### config.mk
export PLATFORM = sky130hd
export DESIGN_NAME = imm_queue
export DESIGN_NICKNAME = d
export VERILOG_FILES = /design/src/hdl/integer_matrix_multiply_core_assert.svh /design/src/hdl/imm_pkg.sv /design/src/hdl/imm_queue.sv
export SDC_FILE = /design/constraint.sdc
export NUM_CORES = 1
export LEC_CHECK = 0
export ABC_AREA = 1
export BUFFER_PORTS_ARGS = -buffer_cell sky130_fd_sc_hd__buf_2
export CAP_MARGIN = 20
export CORE_UTILIZATION = 45
export DETAILED_ROUTE_END_ITERATION = 8
export PLACE_DENSITY = 0.78
export SYNTH_ARGS = -nofsm -noshare
export SYNTH_HDL_FRONTEND = slang
export SYNTH_SLANG_ARGS = --single-unit
### constraint.sdc
create_clock -name clk -period 3.79 [get_ports clk]
set_clock_uncertainty 0.1 [all_clocks]
set_input_delay 0.1895 -clock clk [delete_from_list [all_inputs] [get_ports clk]]
set_output_delay 0.1895 -clock clk [all_outputs]
set_load 0.03 [all_outputs]
### src/hdl/integer_matrix_multiply_core_assert.svh
// assertion macros for the integer matrix multiply core
// expects clk and arst_n in the scope of the including module
`ifndef INTEGER_MATRIX_MULTIPLY_CORE_ASSERT_SVH
`define INTEGER_MATRIX_MULTIPLY_CORE_ASSERT_SVH

// property checked on every clock edge outside reset
`define IMM_ASSERT(label, prop, msg) \
	label: assert property (@(posedge clk) disable iff (!arst_n) prop) \
		else $error(msg);

// condition in one cycle implies a condition in the next cycle
`define IMM_ASSERT_NEXT(label, pre, post, msg) \
	label: assert property (@(posedge clk) disable iff (!arst_n) (pre) |=> (post)) \
		else $error(msg);

`endif

### src/hdl/imm_pkg.sv
`timescale 1ns / 1ps
// shared types, codes and constants of the integer matrix multiply core
// no dependencies
package imm_pkg;

	localparam int DIM_DEFAULT = 16;
	localparam int MAX_EXT = 16;
	localparam int REG_W = 5;
	localparam int CFG_IW = 2;
	localparam int QUEUE_DEPTH = 2;
	localparam logic [REG_W-1:0] REG_RESET = REG_W'(16);

	typedef enum logic {
		OP_LOAD = 1'b0,
		OP_STREAM = 1'b1
	} op_t;

	typedef enum logic [CFG_IW-1:0] {
		CFG_ROWS_A = 2'd0,
		CFG_INNER_LEN = 2'd1,
		CFG_COLS_B = 2'd2
	} cfg_reg_t;

	typedef enum logic [1:0] {
		BK_IDLE,
		BK_ISSUE,
		BK_DRAIN,
		BK_EMIT
	} back_state_t;

	typedef struct packed {
		op_t op;
		logic [3:0] row_index;
		logic [3:0] col_index;
		logic signed [31:0] elem_value;
	} in_item_t;

	typedef struct packed {
		logic [3:0] out_row;
		logic [3:0] out_col;
		logic signed [31:0] product_sum;
		logic row_done;
		logic matrix_done;
	} out_item_t;

	// classified item handed from front to back
	typedef struct packed {
		op_t kind;
		logic first;
		logic last;
		logic row_last;
		logic [3:0] row;
		logic [3:0] col;
		logic [31:0] value;
	} job_t;

	// zero acts as one, anything above the cap acts as the cap
	function automatic logic [REG_W-1:0] eff_size(input logic [REG_W-1:0] v,
			input logic [REG_W-1:0] cap);
		logic [REG_W-1:0] r;
		r = v;
		if (v == '0) begin
			r = REG_W'(1);
		end else if (v > cap) begin
			r = cap;
		end
		return r;
	endfunction

endpackage

### src/hdl/imm_queue.sv
`timescale 1ns / 1ps
// short item queue between front and back end
// depends on imm_pkg
module imm_queue (
	input  logic clk,
	input  logic arst_n,
	input  logic push,
	input  imm_pkg::job_t push_item,
	output logic full,
	output logic pop_valid,
	input  logic pop,
	output imm_pkg::job_t pop_item
);
	import imm_pkg::*;

	localparam int PW = (QUEUE_DEPTH > 1) ? $clog2(QUEUE_DEPTH) : 1;
	localparam int CW = $clog2(QUEUE_DEPTH + 1);
	localparam logic [PW-1:0] LAST_SLOT = PW'(QUEUE_DEPTH - 1);

	job_t slots_q [QUEUE_DEPTH];
	logic [PW-1:0] wr_q, rd_q;
	logic [CW-1:0] count_q;

	assign full = (count_q == CW'(QUEUE_DEPTH));
	assign pop_valid = (count_q != '0);
	assign pop_item = slots_q[rd_q];

	always_ff @(posedge clk or negedge arst_n) begin
		if (!arst_n) begin
			wr_q <= '0;
			rd_q <= '0;
			count_q <= '0;
		end else begin
			if (push) begin
				wr_q <= (wr_q == LAST_SLOT) ? '0 : wr_q + PW'(1);
			end
			if (pop) begin
				rd_q <= (rd_q == LAST_SLOT) ? '0 : rd_q + PW'(1);
			end
			if (push && !pop) begin
				count_q <= count_q + CW'(1);
			end else if (pop && !push) begin
				count_q <= count_q - CW'(1);
			end
		end
	end

	always_ff @(posedge clk) begin
		if (push) begin
			slots_q[wr_q] <= push_item;
		end
	end

endmodule

==> reports/metrics.yaml <==
run_status:
  status: "finished clean"
pwr:
  powerDensity_mw_per_mm2: 712
  totalPowerFinal_uw: 3390
  leakagePower_uw: 0.00195
  peakVddDrop_mv: 0.427
drt:
  vias_per_cell: 4.61
  vias: 1924
  ant_nets: 0
  drt-total-wl_um: 6030
  firstDrtPassIters: 5
  remaining_drc_errors: 0
  drt_iter0_markers: 82
  wl_per_cell_um: 14.5
logic_synthesis:
  ys_ff_latch: 92
  syn-mean-instance-area_sq_um: 22.1
  ys_seq_area_share_pct: 76.6
  synthArstFlopShare_pct: 4.35
  synth-edff-count: 88
  syn_area_sq_mm: 0.00358
  synth_most_common_cell: "edfxtp_1"
  ys_top_cells_by_count: "edfxtp_1 (88), mux2_4 (39), inv_1 (7)"
  yosysWarnings: 0
  synth.largest_area_cell: "edfxtp_1"
  netlist_top_cells_area: "edfxtp_1 (74%), mux2_4 (16%), dfrtp_1 (2.8%)"
  synth_cell_types: 14
  ys.flop_type: "edfxtp_1"
  yosys.area.top_type_share_pct: 73.8
  synthesis.nets: 211
  synthCells: 162
final_layout:
  fin_util_pct: 61.6
  stdcell_count: 417
  final_area_sq_mm: 0.00476
  nets: 359
  insertedDiodeCount: 0
  syn2layout_area_growth_pct: 32.8
  fill_cells: 562
  drive_gt1_share_pct: 48.9
critical_path:
  cp.arrival_ns: 2.24
  crit_type: "flop to output pin"
  cp-startpoint: "rd_q"
  critPathLaunchType: "flop"
  worstReg2RegStart: "wr_q"
  crit_path_cell_trace: "buf_4, mux2_4, buf_2"
  critPathRequiredTime_ns: 3.50
  slowest_stage: "dfrtp_2"
  end_kind: "output pin"
  worstPathMaxFanout: 28
  critical_path.max_stage_delay_ns: 0.92
sta:
  tightest_slew_ns: 0.973
  post-route-min-period_ns: 2.53
  final.setup.tns_ns: 0
  setup_viol: 0
  fmax_mhz: 395
  slew_headroom_pct: 35.1
  finalCritPeriodShare_pct: 66.8
  rsz0062_at_grt: "false"
  maxSlewViolCount: 0
  hold_violations: 0
grt:
  grt_max_degree: 45
  grt_pass1_wl_um: 9390
  grt_usage_pct: 15.5
  grt_pass1_vias: 1973
  grt_antenna_before_repair: 0
  gr-total-overflow: 0
cts:
  htreeDepth: 3
  clockBufferDepth: 2
  cts_setup_buffers: 0
  cts_resized: 0
  cts_hold_buf: 47
  clk_pin_slew_ns: 0.08
  cts_tree: "done"
  numCtsBuffers: 9
  clock_latency_ns: 0.35
  cts_root_buf: "clkbuf_8"
  clock-sinks: 92
floorplan:
  placementRows: 32
  dieArea_sq_mm: 0.00832
  chipWidth_um: 91.2
  core_region_area_sq_mm: 0.00773
  die_y_um: 91.2
  start_util_pct: 46.4
  io_pins: 94
job:
  maxCapViolCount: 0
placed_design:
  port_buffers: 93
  dp_cells: 354
  dp.final_hpwl_um: 3710
  dpl_cell_area_sq_mm: 0.00411
  routabilityCongestion: 0.577
min_path:
  hold_class: "input pin to async pin"
[through the flow]
stage / hold slack (ns) / setup WS, ns
6_report: 0.103 / 1.26
5_1_grt: 0.0727 / 1.09
4_1_cts: 0.0553 / 1.20
3_5_place_dp: -0.0936 / 1.59
3_3_place_gp: -0.102 / 1.59
2_1_floorplan: -0.206 / 0.983
[critical path, delay by kind of cell, from the launching register on]
kind,cells,cell delay [ns]
mux,1,0.34
buf+inv,2,0.63
flops,1,0.92
[state kept, by name (all words and copies together), names as in the netlist]
name and cells:
slots_q 88, count_q 2, rd_q 1, wr_q 1
[layout make-up]
cell class              instances  area, sq um  area share [%]
clock inverters                 3         40.0           0.842
clock buffers                  13          139            2.92
repair buffers                142          951            20.0
multi-input cells              58          729            15.3
inverters                       7         26.3           0.552
well taps                     102          128            2.68
flip-flops and latches         92         2740            57.7
[per-layer routing]
metal  global-route usage (%)  vias up  wire length, um
li1                         -      910                -
met1                     16.6      937             2410
met2                     28.1       71             3260
met3                     4.77        6              287
met4                     6.35        0               66
met5                        0        -                0
[worst paths after layout]
| check | end | slack (ns) | cells after the start |
|---|---|---|---|
| min in group clk | count_q[1] | 0.43 | 2 |
| setup reg to reg | slots_q[0][25] | 1.98 | 2 |
| hold / removal | wr_q | 0.10 | 2 |
| max in group asynchronous | rd_q | 3.35 | 2 |
| hold reg to reg | count_q[1] | 0.43 | 2 |
| setup / recovery | pop_item[2] | 1.26 | 3 |
[report_power, final]
part / total, uW / internal (uW) / switching, uW / leakage (uW)
registers: 1490 / 1350 / 135 / 0.000872
logic: 1290 / 543 / 750 / 0.000989
clock network: 607 / 304 / 303 / 0.0000914
total: 3390 / 2200 / 1190 / 0.00195
[cells in the final DEF, fill, tap and decap left out]
| master | n |
|---|---|
| mux2_4 | 39 |
| xnor2_1 | 1 |
| bufinv_16 | 1 |
| dfrtp_1 | 3 |
| xor2_1 | 2 |
| nor2_1 | 1 |
| clkbuf_8 | 9 |
| buf_4 | 2 |
| mux2_2 | 5 |
| edfxtp_1 | 88 |
| clkinv_2 | 2 |
| inv_2 | 1 |
| clkbuf_1 | 4 |
| nand3_1 | 1 |
| nand2_1 | 6 |
| ha_1 | 1 |
| buf_2 | 93 |
| nand4_1 | 1 |
| inv_1 | 6 |
| nor2_4 | 1 |
| dfrtp_2 | 1 |
| dlygate4sd3_1 | 47 |
[logic make-up (layout without fill, tap and decap cells)]
| family | Yosys count | after routing | share of synthesized area (%) |
|---|---|---|---|
| buffers and inverters | 12 | 165 | 3.28 |
| and+or+nand+nor | 10 | 10 | 1.15 |
| DFF | 92 | 92 | 76.6 |
| xor gates and xnor gates | 3 | 3 | 0.734 |
| muxes | 44 | 44 | 17.9 |
| adders and majority gates | 1 | 1 | 0.349 |
(Power assumes the default switching activity.)
