--- src/hdl/integer_matrix_multiply_core_assert.svh ---
// assertion macros for the integer matrix multiply core
// expects clk and arst_n in the scope of the including module
`ifndef INTEGER_MATRIX_MULTIPLY_CORE_ASSERT_SVH
`define INTEGER_MATRIX_MULTIPLY_CORE_ASSERT_SVH

// property checked on every clock edge outside reset
`define IMM_ASSERT(label, prop, msg) \
	label: assert property (@(posedge clk) disable iff (!arst_n) prop) \
		else $error(msg);

// condition in one cycle implies a condition in the next cycle
`define IMM_ASSERT_NEXT(label, pre, post, msg) \
	label: assert property (@(posedge clk) disable iff (!arst_n) (pre) |=> (post)) \
		else $error(msg);

`endif

--- src/hdl/imm_pkg.sv ---
`timescale 1ns / 1ps
// shared types, codes and constants of the integer matrix multiply core
// no dependencies
package imm_pkg;

	localparam int DIM_DEFAULT = 16;
	localparam int MAX_EXT = 16;
	localparam int REG_W = 5;
	localparam int CFG_IW = 2;
	localparam int QUEUE_DEPTH = 2;
	localparam logic [REG_W-1:0] REG_RESET = REG_W'(16);

	typedef enum logic {
		OP_LOAD = 1'b0,
		OP_STREAM = 1'b1
	} op_t;

	typedef enum logic [CFG_IW-1:0] {
		CFG_ROWS_A = 2'd0,
		CFG_INNER_LEN = 2'd1,
		CFG_COLS_B = 2'd2
	} cfg_reg_t;

	typedef enum logic [1:0] {
		BK_IDLE,
		BK_ISSUE,
		BK_DRAIN,
		BK_EMIT
	} back_state_t;

	typedef struct packed {
		op_t op;
		logic [3:0] row_index;
		logic [3:0] col_index;
		logic signed [31:0] elem_value;
	} in_item_t;

	typedef struct packed {
		logic [3:0] out_row;
		logic [3:0] out_col;
		logic signed [31:0] product_sum;
		logic row_done;
		logic matrix_done;
	} out_item_t;

	// classified item handed from front to back
	typedef struct packed {
		op_t kind;
		logic first;
		logic last;
		logic row_last;
		logic [3:0] row;
		logic [3:0] col;
		logic [31:0] value;
	} job_t;

	// zero acts as one, anything above the cap acts as the cap
	function automatic logic [REG_W-1:0] eff_size(input logic [REG_W-1:0] v,
			input logic [REG_W-1:0] cap);
		logic [REG_W-1:0] r;
		r = v;
		if (v == '0) begin
			r = REG_W'(1);
		end else if (v > cap) begin
			r = cap;
		end
		return r;
	endfunction

endpackage

--- src/hdl/imm_front.sv ---
`timescale 1ns / 1ps
// front end: configuration registers, item acceptance and classification
// depends on imm_pkg
module imm_front #(
	parameter int DIM = imm_pkg::DIM_DEFAULT
) (
	input  logic clk,
	input  logic arst_n,
	input  logic req_valid,
	output logic req_stall,
	input  imm_pkg::in_item_t req_item,
	input  logic cfg_we,
	input  logic [imm_pkg::CFG_IW-1:0] cfg_index,
	input  logic [imm_pkg::REG_W-1:0] cfg_data,
	input  logic q_full,
	output logic push,
	output imm_pkg::job_t push_item,
	output logic [imm_pkg::REG_W-1:0] cols_eff
);
	import imm_pkg::*;

	localparam logic [REG_W-1:0] CAP = REG_W'((DIM < MAX_EXT) ? DIM : MAX_EXT);

	logic [REG_W-1:0] rows_q, inner_q, cols_q;
	logic [REG_W-1:0] nr, nk;
	logic accept, load_ok, stream_ok;
	logic [REG_W-1:0] row_w, col_w;

	always_ff @(posedge clk or negedge arst_n) begin
		if (!arst_n) begin
			rows_q <= REG_RESET;
			inner_q <= REG_RESET;
			cols_q <= REG_RESET;
		end else if (cfg_we) begin
			case (cfg_index)
				CFG_ROWS_A: rows_q <= cfg_data;
				CFG_INNER_LEN: inner_q <= cfg_data;
				CFG_COLS_B: cols_q <= cfg_data;
				default: ;
			endcase
		end
	end

	assign nr = eff_size(rows_q, CAP);
	assign nk = eff_size(inner_q, CAP);
	assign cols_eff = eff_size(cols_q, CAP);

	assign req_stall = q_full;
	assign accept = req_valid && !req_stall;

	assign row_w = REG_W'(req_item.row_index);
	assign col_w = REG_W'(req_item.col_index);

	// loads beyond the store are dropped, stream items outside the sizes too
	assign load_ok = (32'(req_item.row_index) < 32'(DIM))
		&& (32'(req_item.col_index) < 32'(DIM));
	assign stream_ok = (row_w < nr) && (col_w < nk);

	always_comb begin
		push = 1'b0;
		if (accept) begin
			case (req_item.op)
				OP_LOAD: push = load_ok;
				OP_STREAM: push = stream_ok;
				default: push = 1'b0;
			endcase
		end
		push_item.kind = req_item.op;
		push_item.first = (req_item.col_index == '0);
		push_item.last = (col_w == nk - REG_W'(1));
		push_item.row_last = (row_w == nr - REG_W'(1));
		push_item.row = req_item.row_index;
		push_item.col = req_item.col_index;
		push_item.value = req_item.elem_value;
	end

endmodule

--- config.mk ---
export PLATFORM = sky130hd
export DESIGN_NAME = imm_front
export DESIGN_NICKNAME = d
export VERILOG_FILES = /design/src/hdl/integer_matrix_multiply_core_assert.svh /design/src/hdl/imm_pkg.sv /design/src/hdl/imm_front.sv
export SDC_FILE = /design/constraint.sdc
export NUM_CORES = 1
export LEC_CHECK = 0
export BUFFER_PORTS_ARGS = -buffer_cell sky130_fd_sc_hd__buf_2
export CAP_MARGIN = 20
export CORE_AREA = 2 2 79 81
export CTS_CLUSTER_DIAMETER = 200
export DETAILED_ROUTE_END_ITERATION = 10
export DIE_AREA = 0 0 81 83
export SETUP_SLACK_MARGIN = 0.15
export SLEW_MARGIN = 10
export SYNTH_ARGS = -nofsm -noshare
export SYNTH_HDL_FRONTEND = slang
export SYNTH_SLANG_ARGS = --single-unit
--- constraint.sdc ---
create_clock -name clk -period 1.75 [get_ports clk]
set_input_delay 0.0875 -clock clk [delete_from_list [all_inputs] [get_ports clk]]
set_output_delay 0.0875 -clock clk [all_outputs]
set_load 0.05 [all_outputs]
==> results of run 1 <==
[layer usage]
metal / up-vias / share of wire [%] / global-route usage [%]
met5: - / 0 / 0
met4: 0 / 5.2 / 6.47
met3: 19 / 6.7 / 0.978
met2: 35 / 44 / 11.6
met1: 434 / 44 / 10.3
li1: 470 / - / -
[placed cells by master, fill, tap and decap left out, types with 3 or more instances in the layout]
master	n
a21oi_2	3
buf_2	36
buf_4	16
buf_6	3
clkbuf_8	3
dfrtp_1	12
dfstp_2	3
ha_1	8
inv_1	6
mux2_1	15
nand2b_1	6
nor2_1	6
nor2b_1	5
xnor2_1	5
[flip-flops by register name, summed over array words and instances (netlist names)]
name,count
rows_q,5
inner_q,5
cols_q,5
[where the power goes]
part           internal (W)  switching (W)
Clock              0.000158       0.000128
Combinational      0.000373       0.000456
Sequential         0.000424      0.0000509
Total              0.000954       0.000634
[worst paths after layout]
check	from	endpoint	slack [ps]	depth (start not counted)
setup reg to reg	rows_q[3]	rows_q[3]	800	2
hold / removal	cfg_data[0]	inner_q[0]	80	2
setup / recovery	rows_q[1]	push_item[40]	-520	9
max in group asynchronous	arst_n	rows_q[4]	1180	2
min in group asynchronous	arst_n	cols_q[1]	260	2
hold reg to reg	cols_q[1]	cols_q[1]	510	1
[area by class of cell]
cell class                      instances  area share [%]
Inverter                                6            1.39
Sequential cell                        15            23.5
Multi-Input combinational cell         76            45.2
Clock inverter                          1           0.310
Timing Repair Buffer                   56            21.3
Clock buffer                            3            2.55
Tap cell                               75            5.80
[per-stage QoR]
step	worst slack [ps]	cells	cell area, µm²	hold WS [ps]	util [%]
6_report	-521	232	1620	78.9	27.8
5_1_grt	-622	232	1620	85.0	27.8
4_1_cts	-544	232	1600	77.5	27.5
3_5_place_dp	-370	227	1510	9.04	25.9
3_3_place_gp	-339	227	1510	4.03	25.9
2_1_floorplan	-384	142	1430	-208	-
[cell families after synthesis]
kind of cell	share of synthesized area, %
mux	13.0
buf+inv	25.5
compound gates	5.09
xor+xnor	4.45
fa+ha+maj	9.08
flops	27.5
simple gates	15.4
[what timing repair did]
action / in CTS / in global routing
resized for setup: 9 / 3
setup endpoints to repair: 3 / 3
hold buffers: 1 / 0
pin swaps: 1 / 4
hold endpoints to repair: 12 / 0
==> summary.txt, run 1 <==
Clock network
  – Post-CTS Setup Inserts: 0
  – Root Buffer: clkbuf_8
  – CTS buffer count: 3
  – CTS tree: built
  – Skew-Pair Late Insertion Delay: 250 ps
  – Clock transition at path regs: 60 ps
  – Sink Count: 15
  – H-tree level count: 1
  – Worst-case clock buffer depth: 2

Layout
  – Area of the multi-input gates: 731 µm²
  – Area grow syn2layout: 17.3%
  – Fill count: 650
  – Final #Nets: 221
  – Share of cells above drive strength 1: 49.7%
  – Register area: 379 µm²
  – # diodes: 0

Detailed routing
  – DR WL/cell: 11.4 µm
  – DR pass1 iterations: 4
  – DR vias/cell: 4.13
  – Iteration-0 DRC Markers: 35
  – Antenna-violating nets left: 0
  – Drt total wl: 2.65 mm
  – Vias: 958
  – Drc violations: 0

STA
  – Setup_tns: -1350 ps
  – Period minus WS final: 2270 ps
  – Final setup viols: 3
  – Final WS setup: -521 ps
  – Pins Over Slew Limit: 0
  – Final Cycle Share: 130%
  – Final hold viol count: 0
  – Max Freq: 440 MHz
  – Unrepaired setup endpoints after global routing: true
  – Clock Skew: 0 ps
  – Worst-Margin Slew: 430 ps
  – Slew HR: 71.2%

Yosys
  – Top post-synthesis cells by area: buf_4, dfrtp_1, mux2_1, ha_1, dfstp_2
  – Yosys top cell by area: buf_4
  – YS warnings: 0
  – Commonest cells in the synthesized netlist: buf_4, mux2_1, dfrtp_1
  – Async set or reset register ratio after synthesis: 100%
  – Area share of the largest cell type after synthesis: 22.9%
  – Synth cell types: 30
  – Netlist Area Pre-Place: 1380 µm²
  – Synth Instances: 142
  – Seq/Total Area, Yosys: 27.5%
  – Most frequent cell after synthesis: buf_4
  – Post-synth EDFFs: 0
  – Mapped Avg Cell Area: 9.70 µm²
  – Mapped Nets: 205
  – Flops & latches, synth: 15
  – Main synth FF type: dfrtp_1

Global routing
  – Antenna violations before repair: 0
  – Grt ovf: 0
  – Vias in the first global route: 930
  – Total track usage: 7.98%
  – First-pass GRT wire length: 4.22 mm
  – Largest net degree at the start of global routing: 16

Floorplan
  – Cell Rows: 28
  – Chip height: 83 µm
  – Num ports: 104
  – Initial Util: 23.7%
  – Die Area: 6720 µm²
  – Core area: 5820 µm²
  – Die X: 81 µm

Power
  – Pwr Total: 0.00159 W
  – VDD IR max: 0.000499 V
  – P per Cell Area: 982 nW/µm²
  – Leak pwr: 0.727 nW

Hold path
  – HP Class: in -> reg

Critical path
  – Critical path buffer and inverter count: 2
  – CP Class: reg -> out
  – Crit Path Max Fanout: 2
  – CP Cell Sequence: nor3_2, nor2_1, nor2_1, inv_1, ha_2, nor4b_4, or4_4, nor3_4, buf_6
  – Crit path arrival time: 2180 ps
  – CP peak stage delay: 520 ps
  – Req. time, crit path: 1660 ps
  – Crit-path most repeated cell: nor2_1
  – CP Capture Type: output port
  – Largest delay share family, worst path: simple AND/OR/NAND/NOR gates
  – Startpoint types: flop
  – Slowest CP cell: or4_4

Place
  – GP Congestion: 0.764
  – Final HPWL DP: 2.23 mm
  – PortBufs: 39

Run status
  – Violated checks: negative setup slack
  – Status: complete, but fails checks

Job
  – Max Cap Viol: 0
No activity file was read; power rests on OpenSTA's default activity.
==> inputs of run 2 (changes only) <==
Settings changed: CELL_PAD_IN_SITES_DETAIL_PLACEMENT set to 1, CELL_PAD_IN_SITES_GLOBAL_PLACEMENT set to 1, PLACE_DENSITY set to 0.78, RECOVER_POWER set to 100.
==> run 2 against run 1 <==
Against the previous run:
- the flow still finishes with violations (negative setup slack)
- routed wire length is 12% higher
- sequential power is essentially flat
- sequential share of layout area is 0.11 points lower
- die area did not move
==> summary.txt, run 2 (same netlist as run 1, synthesis figures left out) <==
Run status
  – Status: complete, but fails checks
  – Violated checks: negative setup slack

Power
  – P per Cell Area: 998 nW/µm² (+1.6%)
  – Combinational power share: 53.4% (+1.3 points)
  – Pwr Total: 0.00162 W (+2.1%)
  – Sequential power share: 29.4% (-0.5 points)
  – Leak pwr: 0.673 nW (-7.5%)
  – Switching share of power: 40.6% (+0.70 points)
  – Internal power: 0.000963 W (+0.91%)
  – VDD IR max: 0.000422 V (-16%)
  – Clock share of power: 17.2% (-0.8 points)
  – Psw: 0.000659 W (+3.9%)

Layout
  – Final #Nets: 223 (+0.90%)
  – Register area: 379 µm² (unchanged)
  – Share of cells above drive strength 1: 37.7% (-12 points)
  – Area grow syn2layout: 17.9%
  – Fill count: 729 (+12%)
  – # diodes: 0 (unchanged)
  – Most frequent cells in the layout: clkbuf_1, buf_2, mux2_1, buf_4, dfrtp_1
  – Commonest non-fill, non-tap cell in the layout: clkbuf_1
  – Area of the multi-input gates: 758 µm² (+3.8%)
  – Largest registers: cols_q (5), inner_q (5), rows_q (5)

Detailed routing
  – DR vias/cell: 4.19 (+1.5%)
  – Drt total wl: 2.97 mm (+12%)
  – Vias: 981 (+2.4%)
  – DR pass1 iterations: 2 (-2)
  – DR WL/cell: 12.7 µm (+11%)
  – Iteration-0 DRC Markers: 10 (-71%)
  – Drc violations: 0 (unchanged)
  – Antenna-violating nets left: 0 (unchanged)

Global routing
  – Antenna violations before repair: 0 (unchanged)
  – First-pass GRT wire length: 5.03 mm (+19%)
  – Largest net degree at the start of global routing: 16 (unchanged)
  – Total track usage: 9.58% (+1.6 points)
  – Grt ovf: 0 (unchanged)
  – Vias in the first global route: 1,063 (+14%)

Floorplan
  – Cell Rows: 28 (unchanged)
  – Num ports: 104 (unchanged)
  – Die X: 81 µm (unchanged)
  – Die Area: 6720 µm² (unchanged)
  – Core area: 5820 µm² (unchanged)
  – Initial Util: 23.7% (unchanged)
  – Chip height: 83 µm (unchanged)

STA
  – Final WS setup: -521 ps (+0.479 ps)
  – Worst-Margin Slew: 829 ps (+398 ps)
  – Slew HR: 44.7% (-26 points)
  – Period minus WS final: 2270 ps (-0.479 ps)
  – Final Cycle Share: 130% (about the same)
  – Final setup viols: 3 (unchanged)
  – Max Freq: 440 MHz (about the same)
  – Unrepaired setup endpoints after global routing: true
  – Setup_tns: -1320 ps (+37.3 ps)
  – Final hold viol count: 0 (unchanged)
  – Clock Skew: 0 ps (unchanged)
  – Pins Over Slew Limit: 0 (unchanged)

Place
  – Worst slack, placed: -376 ps (-6.41 ps)
  – GP Congestion: 0.782 (+2.3%)
  – Final HPWL DP: 2.44 mm (+9.4%)
  – PortBufs: 39 (unchanged)

Critical path
  – CP Cell Sequence: nor3_2, nor2_1, nor2_1, inv_1, ha_2, nor4b_4, or4_4, nor3_4, buf_6
  – Startpoint types: flop
  – Crit Path Max Fanout: 2 (unchanged)
  – Slowest CP cell: or4_4
  – CP peak stage delay: 520 ps (about the same)
  – Critical path buffer and inverter count: 2 (unchanged)
  – CP Capture Type: output port
  – Largest delay share family, worst path: simple AND/OR/NAND/NOR gates
  – CP Class: reg -> out
  – Req. time, crit path: 1660 ps (about the same)
  – Crit-path most repeated cell: nor2_1
  – R2R setup slack: 690 ps (-110 ps)
  – Crit path arrival time: 2180 ps (about the same)

Job
  – Max Cap Viol: 0 (unchanged)

Clock network
  – Sink Count: 15 (unchanged)
  – Skew-Pair Late Insertion Delay: 250 ps (about the same)
  – Root Buffer: clkbuf_8
  – H-tree level count: 1 (unchanged)
  – Clock transition at path regs: 60 ps (about the same)
  – CTS buffer count: 3 (unchanged)
  – CTS tree: built
  – Worst-case clock buffer depth: 2 (unchanged)

Hold path
  – HP Class: in -> reg
==> run 2: cell count changes in the layout (fill, tap and decap cells not counted), moves of 2 or more <==
cell	before	now
buf_2	36	18
clkbuf_1	0	22
ha_4	0	2
buf_4	16	14
==> run 2: metrics by stage <==
stage | area, µm² | utilization (%) | cells | hold slack [ps]
after floorplan | 1430 | - | 142 | -208
after global routing | 1620 | 27.9 | 234 | 86.9
after CTS | 1640 | 28.2 | 233 | 88.7
final | 1620 | 27.9 | 234 | 92.5
after detailed placement | 1510 | 26.0 | 228 | 11.5
after global placement | 1510 | 26.0 | 228 | 1.28
==> run 2: path summary, 6_finish.rpt <==
check | from | end | cells after the start
setup / recovery | rows_q[1] | push_item[40] | 9
max in group asynchronous | arst_n | rows_q[2] | 2
hold / removal | cfg_data[2] | cols_q[2] | 2
setup reg to reg | rows_q[1] | rows_q[1] | 3
hold reg to reg | cols_q[0] | cols_q[0] | 1
min in group asynchronous | arst_n | cols_q[1] | 2
==> run 2: per-layer routing <==
| metal | vias up | share of wire (%) | global-route usage (%) |
|---|---|---|---|
| li1 | 474 | - | - |
| met1 | 471 | 40 | 11.4 |
| met2 | 28 | 53 | 16.4 |
| met3 | 8 | 5.3 | 1.74 |
| met4 | 0 | 2.0 | 4.31 |
| met5 | - | 0 | 0 |
==> run 2: worst register-to-register path, delay by kind of cell (launching register included) <==
kind | cells | cell delay [ps]
buf+inv | 2 | 270
mux | 1 | 270
flops | 1 | 390
==> run 2: layout make-up <==
type,count,area share (%)
Tap cell,75,5.78
Sequential cell,15,23.3
Multi-Input combinational cell,76,46.7
Clock buffer,4,2.77
Timing Repair Buffer,58,20.0
Inverter,6,1.39
==> run 2: power by group through the flow <==
stage	Clock, W	Sequential (W)	Combinational [W]
3_5_place_dp	0	0.000480	0.000818
5_1_grt	0.000303	0.000487	0.000953
2_1_floorplan	0	0.000471	0.000759
4_1_cts	0.000289	0.000477	0.000881
3_3_place_gp	0	0.000475	0.000793
6_report	0.000279	0.000477	0.000866
==> run 2: repair_timing <==
action	in CTS	in global routing
gates resized for setup	14	3
pin swaps	3	7
endpoints found under the hold margin	12	0
buffers inserted	0	1
setup endpoints to repair	3	3
hold buffers	1	0
